**src/region_work_splitter_macros.svh**
```systemverilog
// Assertion macros shared by the region work splitter RTL.
// Needs signals named clock and reset in the including module.
`ifndef REGION_WORK_SPLITTER_MACROS_SVH
`define REGION_WORK_SPLITTER_MACROS_SVH

// Condition that must hold every cycle out of reset.
`define RWS_ASSERT(lbl, prop, msg) \
   lbl: assert property (@(posedge clock) disable iff (reset) (prop)) else $error(msg);

// Condition in one cycle that forces a result in the next.
`define RWS_ASSERT_NEXT(lbl, cond, nxt, msg) \
   lbl: assert property (@(posedge clock) disable iff (reset) (cond) |=> (nxt)) \
      else $error(msg);

`endif

```
**src/rws_pkg.sv**
```systemverilog
// Package for the region work splitter: widths, defaults and the
// divider command/status types. No dependencies.
package rws_pkg;

   localparam int COORD_W   = 16;  // region coordinates and extents
   localparam int POS_W     = 17;  // part start coordinate
   localparam int WORKER_W  = 7;   // worker count register
   localparam int PART_W    = 7;   // part count and part index
   localparam int DIVISOR_W = 7;   // holds a part count, at most 64
   localparam int CNT_W     = $clog2(COORD_W + 1);

   localparam int COLUMN_GRANULE_DEF = 16;
   localparam int MAX_WORKERS_DEF    = 64;

   localparam logic [WORKER_W-1:0] WORKER_RESET = WORKER_W'(1);

   typedef struct packed {
      logic                 start;
      logic [COORD_W-1:0]   dividend;
      logic [DIVISOR_W-1:0] divisor;
   } div_cmd_type;

   typedef struct packed {
      logic busy;
      logic done;
   } div_stat_type;

endpackage

```
**src/rws_div.sv**
```systemverilog
// Restoring divider: one quotient bit per cycle while busy.
// Depends on rws_pkg and region_work_splitter_macros.svh.
`include "region_work_splitter_macros.svh"

module rws_div (
   input  logic                          clock,
   input  logic                          reset,
   input  rws_pkg::div_cmd_type          cmd,
   output rws_pkg::div_stat_type         stat,
   output logic [rws_pkg::COORD_W-1:0]   quotient,
   output logic [rws_pkg::DIVISOR_W-1:0] remainder
);

   logic                          busy_ff, busy_in;
   logic                          done_ff, done_in;
   logic [rws_pkg::CNT_W-1:0]     cnt_ff, cnt_in;
   logic [rws_pkg::COORD_W-1:0]   dvd_ff, dvd_in;    // dividend shifts out, quotient in
   logic [rws_pkg::DIVISOR_W-1:0] dsr_ff, dsr_in;
   logic [rws_pkg::DIVISOR_W-1:0] rem_ff, rem_in;
   logic [rws_pkg::DIVISOR_W:0]   trial;
   logic [rws_pkg::DIVISOR_W:0]   diff;
   logic                          fits;

   assign trial = {rem_ff, dvd_ff[rws_pkg::COORD_W-1]};
   assign diff  = trial - {1'b0, dsr_ff};
   assign fits  = trial >= {1'b0, dsr_ff};

   always_comb begin
      busy_in = busy_ff;
      done_in = 1'b0;
      cnt_in  = cnt_ff;
      dvd_in  = dvd_ff;
      dsr_in  = dsr_ff;
      rem_in  = rem_ff;
      if (cmd.start) begin
         busy_in = 1'b1;
         cnt_in  = rws_pkg::CNT_W'(rws_pkg::COORD_W);
         dvd_in  = cmd.dividend;
         dsr_in  = cmd.divisor;
         rem_in  = '0;
      end else if (busy_ff) begin
         rem_in = fits ? diff[rws_pkg::DIVISOR_W-1:0] : trial[rws_pkg::DIVISOR_W-1:0];
         dvd_in = {dvd_ff[rws_pkg::COORD_W-2:0], fits};
         cnt_in = cnt_ff - 1'b1;
         if (cnt_ff == rws_pkg::CNT_W'(1)) begin
            busy_in = 1'b0;
            done_in = 1'b1;
         end
      end
   end

   always_ff @(posedge clock) begin
      if (reset) begin
         busy_ff <= 1'b0;
         done_ff <= 1'b0;
         cnt_ff  <= '0;
      end else begin
         busy_ff <= busy_in;
         done_ff <= done_in;
         cnt_ff  <= cnt_in;
      end
   end

   always_ff @(posedge clock) begin
      dvd_ff <= dvd_in;
      dsr_ff <= dsr_in;
      rem_ff <= rem_in;
   end

   assign stat.busy = busy_ff;
   assign stat.done = done_ff;
   assign quotient  = dvd_ff;
   assign remainder = rem_ff;

   `RWS_ASSERT(a_no_restart, !(cmd.start && busy_ff), "divider started while busy")
   `RWS_ASSERT(a_busy_count, busy_ff == (cnt_ff != '0), "busy and count disagree")
   `RWS_ASSERT_NEXT(a_done_once, done_ff, !done_ff, "done held longer than one cycle")

endmodule

```
**src/region_work_splitter.sv**
```systemverilog
// Region work splitter top level: sequencer, output register, config register.
// Depends on rws_pkg, rws_div and region_work_splitter_macros.svh.
//
// Usage:
//  - req channel (valid/ready) takes one region: x, y, width, height.
//  - rsp channel (valid/ready) returns one part per strip, low coordinate
//    first; last_part marks the final strip of the region.
//  - csr_wr_en/csr_wr_data write the worker count (0 acts as 1, values above
//    MAX_WORKERS act as MAX_WORKERS). Write only while the block is idle.
// Timing:
//  - req_ready is high only while idle; one region is in flight at a time.
//  - width / COLUMN_GRANULE is a reciprocal multiply; the single divider
//    then runs once per region on extent / parts.
//  - The first part is loaded into the output register after ST_COL_LIM,
//    ST_PICK and the divide in ST_DIV_EXT; after that one part per cycle
//    while rsp_ready is high.
// Stalls: a held part waits in the output register; the sequencer stops until
//  it is taken. The last part may still be waiting while a new request enters.
// Reset: synchronous, active high; worker count returns to 1, no part is
//  pending and the block comes up idle.
`include "region_work_splitter_macros.svh"

module region_work_splitter #(
   parameter int COLUMN_GRANULE = rws_pkg::COLUMN_GRANULE_DEF,
   parameter int MAX_WORKERS    = rws_pkg::MAX_WORKERS_DEF
) (
   input  logic                          clock,
   input  logic                          reset,

   input  logic                          req_valid,
   output logic                          req_ready,
   input  logic [rws_pkg::COORD_W-1:0]   req_region_x,
   input  logic [rws_pkg::COORD_W-1:0]   req_region_y,
   input  logic [rws_pkg::COORD_W-1:0]   req_region_width,
   input  logic [rws_pkg::COORD_W-1:0]   req_region_height,

   output logic                          rsp_valid,
   input  logic                          rsp_ready,
   output logic [rws_pkg::POS_W-1:0]     rsp_part_x,
   output logic [rws_pkg::POS_W-1:0]     rsp_part_y,
   output logic [rws_pkg::COORD_W-1:0]   rsp_part_width,
   output logic [rws_pkg::COORD_W-1:0]   rsp_part_height,
   output logic                          rsp_split_by_rows,
   output logic                          rsp_last_part,

   input  logic                          csr_wr_en,
   input  logic [rws_pkg::WORKER_W-1:0]  csr_wr_data
);

   typedef enum logic [2:0] {
      ST_IDLE,
      ST_COL_LIM,   // width / granule by reciprocal multiply, clamp
      ST_PICK,      // choose axis and part count, start the divide
      ST_DIV_EXT,   // extent / parts in the divider
      ST_EMIT       // one strip per free output slot
   } state_type;

   // floor(w * RECIP >> 24) equals floor(w / granule) for 16-bit w, granule 1..256
   localparam int GRAN_SHIFT = 24;
   localparam int RECIP_W    = GRAN_SHIFT + 1;
   localparam int PROD_W     = GRAN_SHIFT + rws_pkg::COORD_W;
   localparam logic [RECIP_W-1:0] GRAN_RECIP =
      RECIP_W'(((longint'(1) << GRAN_SHIFT) + longint'(COLUMN_GRANULE) - 1)
               / longint'(COLUMN_GRANULE));
   localparam logic [rws_pkg::WORKER_W-1:0]  WMAX    = rws_pkg::WORKER_W'(MAX_WORKERS);

   state_type                     state_ff, state_in;
   logic [rws_pkg::WORKER_W-1:0]  worker_count_ff, worker_count_in;
   logic [rws_pkg::WORKER_W-1:0]  workers_ff, workers_in;   // clamped count, per region
   logic [rws_pkg::COORD_W-1:0]   rx_ff, rx_in, ry_ff, ry_in;
   logic [rws_pkg::COORD_W-1:0]   rw_ff, rw_in, rh_ff, rh_in;
   logic [rws_pkg::PART_W-1:0]    col_lim_ff, col_lim_in;
   logic [rws_pkg::PART_W-1:0]    parts_ff, parts_in;
   logic [rws_pkg::PART_W-1:0]    idx_ff, idx_in;
   logic [rws_pkg::PART_W-1:0]    extra_ff, extra_in;
   logic [rws_pkg::COORD_W-1:0]   base_ff, base_in;
   logic [rws_pkg::POS_W-1:0]     pos_ff, pos_in;
   logic                          rows_ff, rows_in;

   logic                          rsp_valid_ff, rsp_valid_in;
   logic [rws_pkg::POS_W-1:0]     part_x_ff, part_x_in, part_y_ff, part_y_in;
   logic [rws_pkg::COORD_W-1:0]   part_w_ff, part_w_in, part_h_ff, part_h_in;
   logic                          split_rows_ff, split_rows_in;
   logic                          last_ff, last_in;

   rws_pkg::div_cmd_type          div_cmd;
   rws_pkg::div_stat_type         div_stat;
   logic [rws_pkg::COORD_W-1:0]   div_quot;
   logic [rws_pkg::DIVISOR_W-1:0] div_rem;

   logic [rws_pkg::WORKER_W-1:0]  workers_eff;
   logic [PROD_W-1:0]             gran_prod;   // 16 x 25 bit product
   logic [rws_pkg::COORD_W-1:0]   gran_quot;
   logic [rws_pkg::PART_W-1:0]    row_lim;
   logic                          pick_rows;
   logic [rws_pkg::COORD_W-1:0]   len;
   logic                          slot_free;
   logic                          is_last;

   rws_div u_div (
      .clock     (clock),
      .reset     (reset),
      .cmd       (div_cmd),
      .stat      (div_stat),
      .quotient  (div_quot),
      .remainder (div_rem)
   );

   // worker count as seen by a new region
   always_comb begin
      if (worker_count_ff == '0) begin
         workers_eff = rws_pkg::WORKER_W'(1);
      end else if (worker_count_ff > WMAX) begin
         workers_eff = WMAX;
      end else begin
         workers_eff = worker_count_ff;
      end
   end

   assign gran_prod = PROD_W'(rw_ff) * PROD_W'(GRAN_RECIP);
   assign gran_quot = gran_prod[PROD_W-1:GRAN_SHIFT];

   assign row_lim   = (rh_ff > rws_pkg::COORD_W'(workers_ff))
                      ? workers_ff : rh_ff[rws_pkg::PART_W-1:0];
   assign pick_rows = row_lim >= col_lim_ff;
   assign len       = base_ff + rws_pkg::COORD_W'(idx_ff < extra_ff);
   assign slot_free = !rsp_valid_ff || rsp_ready;
   assign is_last   = idx_ff == (parts_ff - 1'b1);

   always_comb begin
      state_in        = state_ff;
      worker_count_in = csr_wr_en ? csr_wr_data : worker_count_ff;
      workers_in      = workers_ff;
      rx_in           = rx_ff;
      ry_in           = ry_ff;
      rw_in           = rw_ff;
      rh_in           = rh_ff;
      col_lim_in      = col_lim_ff;
      parts_in        = parts_ff;
      idx_in          = idx_ff;
      extra_in        = extra_ff;
      base_in         = base_ff;
      pos_in          = pos_ff;
      rows_in         = rows_ff;
      rsp_valid_in    = rsp_valid_ff && !rsp_ready;
      part_x_in       = part_x_ff;
      part_y_in       = part_y_ff;
      part_w_in       = part_w_ff;
      part_h_in       = part_h_ff;
      split_rows_in   = split_rows_ff;
      last_in         = last_ff;
      div_cmd         = '0;

      unique case (state_ff)
         ST_IDLE: begin
            if (req_valid) begin
               rx_in      = req_region_x;
               ry_in      = req_region_y;
               rw_in      = req_region_width;
               rh_in      = req_region_height;
               workers_in = workers_eff;
               state_in   = ST_COL_LIM;
            end
         end
         ST_COL_LIM: begin
            // floor at one, cap at the worker count
            if (gran_quot == '0) begin
               col_lim_in = rws_pkg::PART_W'(1);
            end else if (gran_quot > rws_pkg::COORD_W'(workers_ff)) begin
               col_lim_in = workers_ff;
            end else begin
               col_lim_in = gran_quot[rws_pkg::PART_W-1:0];
            end
            state_in = ST_PICK;
         end
         ST_PICK: begin
            rows_in          = pick_rows;
            parts_in         = pick_rows ? row_lim : col_lim_ff;
            pos_in           = pick_rows ? {1'b0, ry_ff} : {1'b0, rx_ff};
            div_cmd.start    = 1'b1;
            div_cmd.dividend = pick_rows ? rh_ff : rw_ff;
            div_cmd.divisor  = rws_pkg::DIVISOR_W'(pick_rows ? row_lim : col_lim_ff);
            state_in         = ST_DIV_EXT;
         end
         ST_DIV_EXT: begin
            if (div_stat.done) begin
               base_in  = div_quot;
               extra_in = div_rem[rws_pkg::PART_W-1:0];   // below the part count
               idx_in   = '0;
               state_in = ST_EMIT;
            end
         end
         ST_EMIT: begin
            if (slot_free) begin
               rsp_valid_in  = 1'b1;
               part_x_in     = rows_ff ? {1'b0, rx_ff} : pos_ff;
               part_y_in     = rows_ff ? pos_ff : {1'b0, ry_ff};
               part_w_in     = rows_ff ? rw_ff : len;
               part_h_in     = rows_ff ? len : rh_ff;
               split_rows_in = rows_ff;
               last_in       = is_last;
               pos_in        = pos_ff + rws_pkg::POS_W'(len);
               idx_in        = idx_ff + 1'b1;
               if (is_last) begin
                  state_in = ST_IDLE;
               end
            end
         end
         default: begin
            state_in = ST_IDLE;
         end
      endcase
   end

   always_ff @(posedge clock) begin
      if (reset) begin
         state_ff        <= ST_IDLE;
         worker_count_ff <= rws_pkg::WORKER_RESET;
         rsp_valid_ff    <= 1'b0;
      end else begin
         state_ff        <= state_in;
         worker_count_ff <= worker_count_in;
         rsp_valid_ff    <= rsp_valid_in;
      end
      workers_ff    <= workers_in;
      rx_ff         <= rx_in;
      ry_ff         <= ry_in;
      rw_ff         <= rw_in;
      rh_ff         <= rh_in;
      col_lim_ff    <= col_lim_in;
      parts_ff      <= parts_in;
      idx_ff        <= idx_in;
      extra_ff      <= extra_in;
      base_ff       <= base_in;
      pos_ff        <= pos_in;
      rows_ff       <= rows_in;
      part_x_ff     <= part_x_in;
      part_y_ff     <= part_y_in;
      part_w_ff     <= part_w_in;
      part_h_ff     <= part_h_in;
      split_rows_ff <= split_rows_in;
      last_ff       <= last_in;
   end

   assign req_ready         = state_ff == ST_IDLE;
   assign rsp_valid         = rsp_valid_ff;
   assign rsp_part_x        = part_x_ff;
   assign rsp_part_y        = part_y_ff;
   assign rsp_part_width    = part_w_ff;
   assign rsp_part_height   = part_h_ff;
   assign rsp_split_by_rows = split_rows_ff;
   assign rsp_last_part     = last_ff;

   `RWS_ASSERT(a_idx_in_range, (state_ff != ST_EMIT) || (idx_ff < parts_ff),
      "part index past part count")
   `RWS_ASSERT(a_extra_small, (state_ff != ST_EMIT) || (extra_ff < parts_ff),
      "remainder not below part count")
   `RWS_ASSERT(a_div_idle_emit, (state_ff != ST_EMIT) || !div_stat.busy,
      "divider busy while emitting")
   `RWS_ASSERT_NEXT(a_last_to_idle, (state_ff == ST_EMIT) && slot_free && is_last,
      (state_ff == ST_IDLE) && rsp_valid_ff && last_ff, "last part did not end the region")

endmodule
```
**config.mk**
```make
export PLATFORM = sky130hd
export DESIGN_NAME = region_work_splitter
export DESIGN_NICKNAME = d
export VERILOG_FILES = /design/src/rws_pkg.sv /design/src/rws_div.sv /design/src/region_work_splitter.sv
export VERILOG_INCLUDE_DIRS = /design/src /design/src/src
export SDC_FILE = /design/constraint.sdc
export NUM_CORES = 1
export LEC_CHECK = 0
export ABC_AREA = 1
export BUFFER_PORTS_ARGS = -buffer_cell sky130_fd_sc_hd__buf_2
export CORE_ASPECT_RATIO = 0.75
export CORE_UTILIZATION = 60
export DETAILED_ROUTE_END_ITERATION = 6
export PLACE_DENSITY = 0.82
export SLEW_MARGIN = 30
export SYNTH_ARGS = -nofsm -noshare
export SYNTH_HDL_FRONTEND = slang
export SYNTH_SLANG_ARGS = --single-unit
```
**constraint.sdc**
```tcl
create_clock -name clock -period 24 [get_ports clock]
set_input_delay 7.2 -clock clock [delete_from_list [all_inputs] [get_ports clock]]
set_output_delay 7.2 -clock clock [all_outputs]
set_load 0.05 [all_outputs]
```
**Yosys cells after proc, flatten, opt, wreduce, memory -nomap -nowiden**

Cells that the tools add are included.

- Register bits after elaboration: 249
- Output and inout bits: 70
- Input bits: 76

- Equal/unequal tests: 10
- Reduce and logical (&&, ||, !) cells: 19
- Order comparisons: 6
- Bitwise operators: 1
- Mux-type cells: 32
- Add/sub/neg operators: 6

Operators by type and width:

| cell | count |
|---|---|
| $mux 16 | 8 |
| $mux 7 | 7 |
| $pmux 17 s2 | 1 |
| $mux 24 | 1 |
| $add 17x16->17 | 1 |
| $mux 17 | 1 |
| $add 16x1->16 | 1 |
| $gt 16x7->1 | 1 |
| $logic_not 16->1 | 1 |
| $pmux 3 s5 | 1 |
| $pmux 7 s2 | 1 |
| $gt 12x7->1 | 1 |
| $mux 3 | 4 |
| $mux 5 | 2 |
| $ge 8x7->1 | 1 |
| $reduce_and 2->1 | 4 |
| $add 7x1->7 const B | 1 |
| $eq 7x7->1 | 1 |
| $ge 7x7->1 | 1 |
| $gt 7x7->1 const B | 1 |
| $logic_not 7->1 | 1 |
| $lt 7x7->1 | 1 |
| $sub 7x1->7 const B | 1 |
| $sub 7x7->7 | 1 |
| 18 further kinds | 30 |

**Logic depth before layout (Yosys ltp)**

- Depth in word-level cells: 6
- Gate-level depth with buffers: 24
- Depth with buffers taken out: 24

**Cells and area by module**

Synthesis repeated with hierarchy kept, for this count alone.

- Cells, all modules: 1285
- Area total of the unflattened synthesis: 12495.7 um^2

By module, submodules not included:

| module | cells each | sequential area each (um^2) | times used | area an instance (um^2) |
|---|---|---|---|---|
| region_work_splitter | 1051 | 6256.0 | 1 | 10526.3 |
| rws_div | 234 | 970.9 | 1 | 1969.4 |

**Worst setup path after synthesis**

No wires, ideal clock.

- Path kind: input -> register
- Start point: in req_valid
- End point: reg rh_ff[0] (netlist bit) (enable)
- Stages: 2
- Setup slack: 11.363 ns
- Required time: 23.413 ns
- Arrival: 12.050 ns
- Setup time: 0.587 ns
- Cell sequence: inv_1 nor3_1

- Word-level cells in the longest chain between the ends: 1

Ends and longest elaborated chain:

| what | line | source |
|---|---|---|
| start: declaration | region_work_splitter.sv:30 | `input logic req_valid,` |
| $reduce_and 2->1 (no source line) | -- |  |
| end signal: assignment | region_work_splitter.sv:229 | `rh_ff <= rh_in;` |
| end: declaration | region_work_splitter.sv:71 | `logic [rws_pkg::COORD_W-1:0] rw_ff, rw_in, rh_ff, rh_in;` |

No other way between the ends.
A chain may end at the register's enable or synchronous reset.

**Worst setup path after layout**

- Start point: reg state_ff[2]
- End point: out req_ready

- Word-level cells in the longest chain between the ends: 1

Ends and longest elaborated chain:

| what | line | source |
|---|---|---|
| start: declaration | region_work_splitter.sv:67 | `state_type state_ff, state_in;` |
| start signal: assignment | region_work_splitter.sv:221 | `state_ff <= state_in;` |
| $logic_not 3->1 | region_work_splitter.sv:245 | `assign req_ready = state_ff == ST_IDLE;` |
| end: declaration | region_work_splitter.sv:31 | `output logic req_ready,` |

No other way between the ends.

==> results.toml <==
[detailed_routing]
wl_per_cell_um = 17.3
drc = 11
drt_iter0_markers = 975
ant_nets = 0
drt_pass1_iterations = 7
route.vias.total = 9383
wl_mm = 28.4
routed_via_density = 5.71

[placement]
routabilityCongestion = 0.894
dp_hpwl_mm = 19.8
pre_cts_ws_ns = 15.32
placed_area_um2 = 13100
port_buffers = 145

[power]
leakage_nw = 5.97
power_frac_comb_pct = 15.2
pwr-share-seq_pct = 49.3
clkPwrFrac_pct = 35.5
p_sw_mw = 0.303
switching_share_pct = 27.5
p_per_area_nw_per_um2 = 79.2
p_int_mw = 0.799
ir_drop_mv = 0.0643
power_mw = 1.10

[final_layout]
final_nets = 1505
areaGrowthSynthToFinish_pct = 14.8
nFillCells = 1373
n_antenna_cell = 0
drive_above_1_share_pct = 15.5
design_area_um2 = 13900

[sta]
timing.slew.headroom_pct = 37.8
slew_violations = 0
fin_ws_ns = 15.26
tns_ns = 0
tightest_slew_ns = 0.932
hold_viol_final = 0
min_period_ns = 8.74
setup_viol = 0
rsz0062_at_grt = "false"
max_freq_ghz = 0.114
post-route-period-util_pct = 36.4
finClkSkew_ns = 0.0287

[die]
core_um2 = 19500
die_area_um2 = 20800
die_w_um = 166
io_pins = 146
start_util_pct = 62.0
fp.dieH_um = 125
num_rows = 44

[clock_tree]
cts_tree = "done"
cts_buffers = 24
cts.sinks = 249
clk_pin_slew_ns = 0.07
clock_path_buffers = 3
cts_htree_levels = 1
clockRootBuffer = "clkbuf_16"
cts_resized = 0
clock_latency_ns = 0.55
holdBufCountCts = 0
cts_setup_buffers = 0

[critical_path]
path_class = "register to output port"
crit_path_end_kind = "output port"
crit_required_ns = 16.80
worstPathArrival_ns = 1.54
start_kind = "register"
critical_path_peak_fanout = 3

[outcome]
violations = "DRC"
outcome = "finished, violations left"

[global_routing]
grt_pass1_wl_mm = 44.5
grt_pass1_vias = 8569
overflow = 0
antenna_found_initial = 0
grtUsageTotal_pct = 27.3
grt_max_degree = 86

[synthesis]
synth_nets = 1358
ys_seq_elements = 249
synth_seq_area_share_pct = 59.7
synth.distinct_cells = 44
async_flop_share_pct = 0
avgSynthCellArea_um2 = 9.90
dominantRegCellSynth = "edfxtp_1"
yosys_warnings = 0
syn-cell-area_um2 = 12100
netlist.area_leader.share_pct = 55.5
synthTopCellsByArea = "edfxtp_1 56%, nand2_1 9.0%, ha_1 5.8%, o21ai_0 5.2%, inv_1 4.5%"
yosysTopAreaCell = "edfxtp_1"
synth-edff-count = 224
syn_inst = 1224

[hold_path]
hold_class = "register to register"

[flow_run]
cap_viol_max_count = 0
==> logic make-up after synthesis <==
family	share of synthesized area (%)
buf+inv	5.79
xor+xnor	1.49
compound gates	10.4
fa+ha+maj	6.11
simple gates	16.6
flops	59.7
==> layout make-up <==
| cell class | count | area (um^2) | area share [%] |
|---|---|---|---|
| Clock inverter | 16 | 169 | 1.21 |
| Multi-Input combinational cell | 794 | 4210 | 30.2 |
| Tap cell | 253 | 317 | 2.28 |
| Timing Repair Buffer | 152 | 782 | 5.62 |
| Sequential cell | 249 | 7230 | 52.0 |
| Clock buffer | 28 | 646 | 4.64 |
| Inverter | 150 | 563 | 4.05 |
==> registers in the layout, summed over array words and instances (netlist names), 3 cells and up <==
register and cells:
base_ff 16, col_lim_ff 7, extra_ff 7, idx_ff 7, parts_ff 7, pos_ff 17, rh_ff 16, rsp_part_height 16
rsp_part_width 16, rsp_part_x 17, rsp_part_y 17, rw_ff 16, rx_ff 16, ry_ff 16, state_ff 3, u_div.cnt_ff 5
u_div.dsr_ff 7, u_div.quotient 16, u_div.remainder 7, worker_count_ff 7, workers_ff 7
==> Yosys cell counts, types with 2 or more instances <==
| cell | instances |
|---|---|
| a31oi_1 | 3 |
| nor2_4 | 2 |
| fa_1 | 2 |
| o21ai_1 | 13 |
| clkbuf_1 | 15 |
| xnor2_2 | 3 |
| nor4_1 | 4 |
| nand3_2 | 4 |
| nand2_1 | 290 |
| nor2_1 | 98 |
| xor2_1 | 7 |
| nand4_1 | 13 |
| o211ai_1 | 11 |
| nand3b_1 | 2 |
| nand2_2 | 2 |
| a21boi_0 | 2 |
| or2_2 | 4 |
| o21ai_0 | 125 |
| dfxtp_1 | 25 |
| edfxtp_1 | 224 |
| buf_2 | 15 |
| ha_1 | 56 |
| inv_1 | 146 |
| nor3b_1 | 3 |
| inv_2 | 3 |
| o21a_1 | 2 |
| nor3_1 | 10 |
| a21o_1 | 4 |
| a21oi_1 | 69 |
| xnor2_1 | 8 |
| nand3_1 | 46 |
==> worst max-delay path, stage by stage, from the launching register on <==
cell and delay (ns):
dfxtp_1 0.32, nor2_1 0.18, inv_1 0.11, nor2_1 0.13, buf_2 0.28
==> per-stage QoR <==
| stage | hold slack, ns | utilization, % | instances |
|---|---|---|---|
| floorplan | 0.427 | - | 1224 |
| global placement | 0.433 | 67.0 | 1598 |
| detailed placement | 0.435 | 67.0 | 1598 |
| CTS | 0.450 | 71.1 | 1642 |
| global route | 0.459 | 71.2 | 1642 |
| finish | 0.445 | 71.2 | 1642 |
==> power by group through the flow <==
| stage | Sequential (mW) | Combinational (mW) | Clock (mW) |
|---|---|---|---|
| after floorplan | 0.543 | 0.124 | 0 |
| after global placement | 0.549 | 0.157 | 0 |
| after detailed placement | 0.551 | 0.164 | 0 |
| after CTS | 0.542 | 0.166 | 0.395 |
| after global routing | 0.546 | 0.190 | 0.410 |
| final | 0.543 | 0.168 | 0.391 |
==> final timing paths <==
kind | startpoint | endpoint | slack [ns] | cells after the start
worst max-delay path | state_ff[2] | req_ready | 15.26 | 4
worst min-delay path | u_div.quotient[9] | base_ff[9] | 0.44 | 0
worst min register to register | u_div.quotient[9] | base_ff[9] | 0.44 | 0
worst max register to register | idx_ff[2] | pos_ff[15] | 19.11 | 21
==> placed cells by master (no fill, tap or decap), drive strengths merged, types with 12 or more instances in the layout <==
cell and n:
a21oi 69, buf 152, clkbuf 28, clkinv 12, dfxtp 25, edfxtp 224
ha 56, inv 149, nand2 292, nand3 50, nand4 13, nor2 101
o21ai 139
==> metal layers <==
layer | wire length (um) | part of all wire (%) | track usage, %
met4 | 613 | 2.2 | 8.47
met1 | 12600 | 44 | 40.3
met3 | 2770 | 9.7 | 4.50
met5 | 0 | 0 | 0
met2 | 12500 | 44 | 41.7
Power figures use the tool's default switching activity.
